### config.mk
export PLATFORM = sky130hd
export DESIGN_NAME = q2e_sqrt_cell
export DESIGN_NICKNAME = d
export VERILOG_FILES = /design/src/sv/quaternion_to_euler_angles_unit_assert.svh /design/src/sv/q2e_pkg.sv /design/src/sv/q2e_sqrt_cell.sv
export SDC_FILE = /design/constraint.sdc
export NUM_CORES = 1
export LEC_CHECK = 0
export ABC_AREA = 0
export BUFFER_PORTS_ARGS = -buffer_cell sky130_fd_sc_hd__buf_2
export CORE_ASPECT_RATIO = 0.6
export CORE_MARGIN = 2
export CORE_UTILIZATION = 40
export DETAILED_ROUTE_END_ITERATION = 8
export PLACE_DENSITY_LB_ADDON = 0.05
export SYNTH_ARGS = -nofsm -noshare
export SYNTH_HDL_FRONTEND = slang
export SYNTH_SLANG_ARGS = --single-unit
export TNS_END_PERCENT = 1
### constraint.sdc
create_clock -name clk -period 7.15 [get_ports clk]
set_input_delay 0.715 -clock clk [delete_from_list [all_inputs] [get_ports clk]]
set_output_delay 0.715 -clock clk [all_outputs]
set_load 0.005 [all_outputs]
### src/sv/quaternion_to_euler_angles_unit_assert.svh
// assertion macros used by the rtl
`ifndef QUATERNION_TO_EULER_ANGLES_UNIT_ASSERT_SVH
`define QUATERNION_TO_EULER_ANGLES_UNIT_ASSERT_SVH

// checked only outside reset
`define Q2E_ASSERT(lbl, ante, cons, msg) \
  lbl: assert property (@(posedge clk) disable iff (!rst_n) (ante) |-> (cons)) else $error(msg);

// checked in every cycle, reset included
`define Q2E_ASSERT_NEXT(lbl, ante, cons, msg) \
  lbl: assert property (@(posedge clk) (ante) |=> (cons)) else $error(msg);

`endif

### src/sv/q2e_pkg.sv
`timescale 1ns / 1ps
package q2e_pkg;

  localparam int VEC_W = 36;
  localparam int ANG_W = 34;
  localparam int PRD_W = 51;
  localparam int SQRT_STEPS = 31;
  localparam int ROOT_W = 31;
  localparam int REM_W = 33;
  localparam int RAD_W = 62;

  typedef logic signed [VEC_W-1:0] vec_t;
  typedef logic signed [ANG_W-1:0] ang_t;
  typedef logic signed [PRD_W-1:0] prd_t;

  localparam logic signed [ANG_W-1:0] ATAN_TURN [32] = '{
    34'sd536870912, 34'sd316933406, 34'sd167458907, 34'sd85004756,
    34'sd42667331, 34'sd21354465, 34'sd10679838, 34'sd5340245,
    34'sd2670163, 34'sd1335087, 34'sd667544, 34'sd333772,
    34'sd166886, 34'sd83443, 34'sd41722, 34'sd20861,
    34'sd10430, 34'sd5215, 34'sd2608, 34'sd1304,
    34'sd652, 34'sd326, 34'sd163, 34'sd81,
    34'sd41, 34'sd20, 34'sd10, 34'sd5,
    34'sd3, 34'sd1, 34'sd1, 34'sd0
  };

  localparam logic signed [ANG_W-1:0] HALF_TURN = 34'sd2147483648;

endpackage

### src/sv/q2e_sqrt_cell.sv
`timescale 1ns / 1ps
module q2e_sqrt_cell (
  input  logic                             clk,
  input  logic                             en,
  input  logic [q2e_pkg::REM_W-1:0]        rem_in,
  input  logic [q2e_pkg::ROOT_W-1:0]       root_in,
  input  logic [q2e_pkg::RAD_W-1:0]        rad_in,
  output logic [q2e_pkg::REM_W-1:0]        rem_out,
  output logic [q2e_pkg::ROOT_W-1:0]       root_out,
  output logic [q2e_pkg::RAD_W-1:0]        rad_out
);
  import q2e_pkg::*;

  logic [REM_W+1:0]  rem_t;
  logic [REM_W+1:0]  trial;
  logic [REM_W+1:0]  diff;
  logic              take;
  logic [REM_W-1:0]  rem_nxt;
  logic [ROOT_W-1:0] root_nxt;
  logic [REM_W-1:0]  rem_r;
  logic [ROOT_W-1:0] root_r;
  logic [RAD_W-1:0]  rad_r;

  always_comb begin
    rem_t    = {rem_in, rad_in[RAD_W-1 -: 2]};
    trial    = {2'b00, root_in, 2'b01};
    diff     = rem_t - trial;
    take     = (rem_t >= trial);
    rem_nxt  = take ? diff[REM_W-1:0] : rem_t[REM_W-1:0];
    root_nxt = {root_in[ROOT_W-2:0], take};
  end

  always_ff @(posedge clk) begin
    if (en) begin
      rem_r  <= rem_nxt;
      root_r <= root_nxt;
      rad_r  <= {rad_in[RAD_W-3:0], 2'b00};
    end
  end

  assign rem_out  = rem_r;
  assign root_out = root_r;
  assign rad_out  = rad_r;
endmodule

=== Word level (Yosys, flattened, before mapping) ===
Cells that the tools add are included.

* Magnitude comparators: 1
* Mux-type cells: 1
* Add/sub/neg operators: 1

{| class="wikitable"
|+ Operators by type and width
! operator !! number
|-
| $ge 35x33->1 || 1
|-
| $mux 33 || 1
|-
| $sub 33x33->33 || 1
|}

* Register bits: 124
* Logic and storage cells: 6
* Input port bits: 128
* Output and inout bits: 126

=== Logic depth before layout (Yosys ltp) ===
* Word-level depth: 2
* Depth in mapped cells: 14
* Depth with buffers taken out: 10

=== Least setup slack after synthesis ===
No wires, ideal clock.

* Path kind: input to register
* Start: in root_in[30] in the netlist's numbering
* End: reg rem_r[10], in the netlist rem_out[10], data pin
* Cell stages on the path: 12
* Buffers on the path: 3
* Arrival: 2876 ps
* Path slack: 4014 ps
* Cell sequence: inv_1 ha_1 nor3b_2 nand4_1 or4_1 o21a_1 buf_6 o21a_4 buf_12 inv_12 buf_12 mux2_4

* Cells in the longest elaborated chain, start to end: 2

{| class="wikitable"
|+ Ends and longest elaborated chain
! item !! RTL line !! text
|-
| start, declared || q2e_sqrt_cell.sv:6 || <nowiki>input logic [q2e_pkg::ROOT_W-1:0] root_in,</nowiki>
|-
| $ge 35x33->1 || q2e_sqrt_cell.sv:28 || <nowiki>take = (rem_t >= trial);</nowiki>
|-
| $mux 33 || q2e_sqrt_cell.sv:29 || <nowiki>rem_nxt = take ? diff[REM_W-1:0] : rem_t[REM_W-1:0];</nowiki>
|-
| via rem_nxt[10] || q2e_sqrt_cell.sv:18 || <nowiki>logic [REM_W-1:0] rem_nxt;</nowiki>
|-
| end signal, assigned || q2e_sqrt_cell.sv:35 || <nowiki>rem_r <= rem_nxt;</nowiki>
|-
| end, declared || q2e_sqrt_cell.sv:20 || <nowiki>logic [REM_W-1:0] rem_r;</nowiki>
|}

The timed path passes the listed nets, and every way through them passes these cells.
A chain may end at the register's enable or synchronous reset.

=== Worst setup path after layout ===
* Start: in root_in[19] in the netlist's numbering
* End: reg rem_r[5], in the netlist rem_out[5], data pin

The elaborated chain is that of the path after synthesis.

==> flow_summary.json <==
{
  "grt_antenna_before_repair": 0,
  "floorplan.core_area_um2": 16000,
  "syn2layout_area_growth_pct": 30.7,
  "synth-edff-count": 124,
  "static-leakage-power_nw": 3.71,
  "grt_remaining_overflow": 0,
  "post_cts.repair.setup_buffers": 0,
  "num_antenna_cells": 0,
  "cts_tree": "built",
  "synth-async-reset-ratio_pct": 0,
  "busiest_layer": "met1",
  "hold_viol": 0,
  "crit_fanout": 26,
  "drive_above_1_share_pct": 41.1,
  "worstPathArrival_ns": 3.63,
  "final.min_clock_period_ns": 3.47,
  "clk_path_buf_depth": 2,
  "power-per-cell-area_nw_per_um2": 256,
  "grt_use_met2_pct": 25.3,
  "finalWirelength_mm": 16.7,
  "sequential_to_total_area_share_from_yosys_stat_pct": 57.4,
  "syn-cell-area_um2": 6490,
  "cell_count_post_placement": 961,
  "cts_repair_resize_count": 0,
  "die_w_um": 168,
  "finalWeightedCongestion": 0.892,
  "drt_drc_violations_left": 0,
  "setup_violators_final": 0,
  "numCtsBuffers": 17,
  "post-route-util_pct": 52.9,
  "use_met1_pct": 29.2,
  "hold_path_end": "rad_out[12]",
  "min_path_type": "in2reg",
  "clock_tree.htree_level_count": 4,
  "fp.dieArea_um2": 17300,
  "ant_nets": 0,
  "total_power_mw": 2.17,
  "final_area_um2": 8480,
  "pin_count_of_the_biggest_net_entering_global_routing": 72,
  "drv.max_cap_violation_count": 0,
  "vdd_drop_max_mv": 0.127,
  "cts_sink_count": 124,
  "result_of_the_run": "finished, final reports clean",
  "clockRootBuffer": "clkbuf_16",
  "timing.hold.worst.start": "rad_in[10]",
  "buffer_ports.inserted": 251,
  "detailedRoute.firstPassIterationCount": 5,
  "globalRouteTotalUtil_pct": 19.0,
  "drt_first_iter_violations": 435,
  "finalNetCount": 932,
  "routed_wire_per_std_cell_um": 16.8,
  "netlist-cell-type-count": 60,
  "worst_slew_margin_rel_pct": 37.6,
  "cp_data_required_time_ns": 7.31,
  "layout_worst_path_cycle_share_pct": 48.5,
  "timing_worst_slew_pin_value_ns": 0.913,
  "layout.cells.non_filler": 993,
  "clock.fmax_ghz": 0.288,
  "cts.reportedPaths.clkPinSlew_ns": 0.06,
  "whs_path_depth": 1,
  "path_class": "in2reg",
  "row_count": 36,
  "max_slew_violations": 0,
  "syn-mean-instance-area_um2": 12.7,
  "cts_hold_buf": 0,
  "first_global_vias": 4643,
  "timing.critical_path.to_type": "flop",
  "syn-instance-count": 513,
  "setup_total_negative_slack_ns": 0,
  "wire_length_of_the_first_global_routing_pass_mm": 24.8,
  "vias_per_cell": 5.09,
  "grt_setup_unrepaired": "false",
  "floorplan.die.height_um": 103,
  "start_util_pct": 40.5,
  "place.detailed.hpwl_mm": 12.9,
  "dpl_cell_area_um2": 7890,
  "synth_warnings": 0,
  "count_of_vias_placed_by_the_detailed_router": 5054,
  "ys_ff_latch": 124,
  "design.portCount": 254,
  "layout.filler_cells": 1466,
  "start_kind": "primary input",
  "use_met3_pct": 5.37,
  "ys_dominant_reg_cell": "edfxtp_1"
}
==> cells in the mapped netlist (all sizes together) (12+ instances only) <==
library cell,instances,area (µm²)
o21ai,23,119
edfxtp,124,3720
a21oi,41,228
mux2,24,338
nor2,27,101
nand2,30,113
buf,12,123
inv,51,204
xnor2,22,193
ha,33,413
nand3,12,60.1
==> routing by layer <==
metal,part of all wire [%],vias up
met4,1.2,0
met2,40,213
met5,0,-
met1,52,2371
li1,-,2453
met3,7.2,17
==> kinds of logic (layout without fill, tap and decap cells) <==
family	after synthesis	after routing	synth area share, %
AOI/OAI and AO/OA	127	127	13.6
xor gates and xnor gates	24	24	3.24
adders and majority gates	33	33	6.36
buffers and inverters	65	335	5.15
DFF	124	124	57.4
muxes	28	28	5.82
other	1	2	0.0578
and+or+nand+nor	111	111	8.37
==> worst max path at each step <==
stage,cells past startpoint,start,to
final,10,root_in[19],rem_out[5]
after global routing,10,root_in[8],rem_out[22]
after CTS,10,root_in[19],rem_out[5]
after detailed placement,10,root_in[19],rem_out[5]
after global placement,10,root_in[19],rem_out[8]
after floorplan,12,root_in[30],rem_out[10]
==> state kept, by name, summed over array words and instances, names as in the netlist <==
register / flops
rad_out: 60
rem_out: 33
root_out: 31
==> area by class of cell <==
| class | instances | area, µm² | area share (%) |
|---|---|---|---|
| clock buffers | 17 | 425 | 5.02 |
| clock inverters | 15 | 164 | 1.93 |
| inverters | 51 | 204 | 2.40 |
| multi-input cells | 325 | 2440 | 28.7 |
| flip-flops and latches | 124 | 3720 | 43.9 |
| well taps | 209 | 262 | 3.08 |
| repair buffers | 252 | 1270 | 14.9 |
==> layout by cell type, fill, tap and decap left out, drive strengths merged, types with 3 or more instances in the layout <==
cell and instances:
buf 252, edfxtp 124, inv 56, a21oi 41
ha 33, nand2 30, nor2 27, mux2 24
o21ai 23, xnor2 22, clkbuf 17, nand3 12
nor3 11, o211ai 11, o21a 8, nand4 7
nand2b 6, o31ai 6, o21bai 5, nor4 5
a211oi 5, and3 4, a21o 4, mux2i 4
clkinvlp 4, a211o 4, clkinv 4, a2111oi 3
a221oi 3, o2111ai 3
==> through the flow <==
stage / hold WS, ns / setup slack (ns)
6_report: 0.475 / 3.68
3_5_place_dp: 0.893 / 3.29
5_1_grt: 0.449 / 3.53
2_1_floorplan: 0.814 / 4.01
3_3_place_gp: 0.891 / 3.29
4_1_cts: 0.455 / 3.73
==> where the power goes <==
group,internal [mW],switching (mW),total (mW),leakage (nW)
sequential,0.890,0.0170,0.907,1.21
combinational,0.190,0.214,0.404,2.22
clock,0.519,0.344,0.863,0.279
total,1.60,0.575,2.17,3.71
==> worst max-delay path, cell delays in order <==
cell and delay (ns):
buf_2 0.09, inv_1 0.04, ha_1 0.40, nand2_1 0.15, nor4_1 0.77, nand3_1 0.31
o21a_1 0.37, o21a_4 0.23, inv_12 0.18, mux2_2 0.36
No activity file was read; power rests on OpenSTA's default activity.
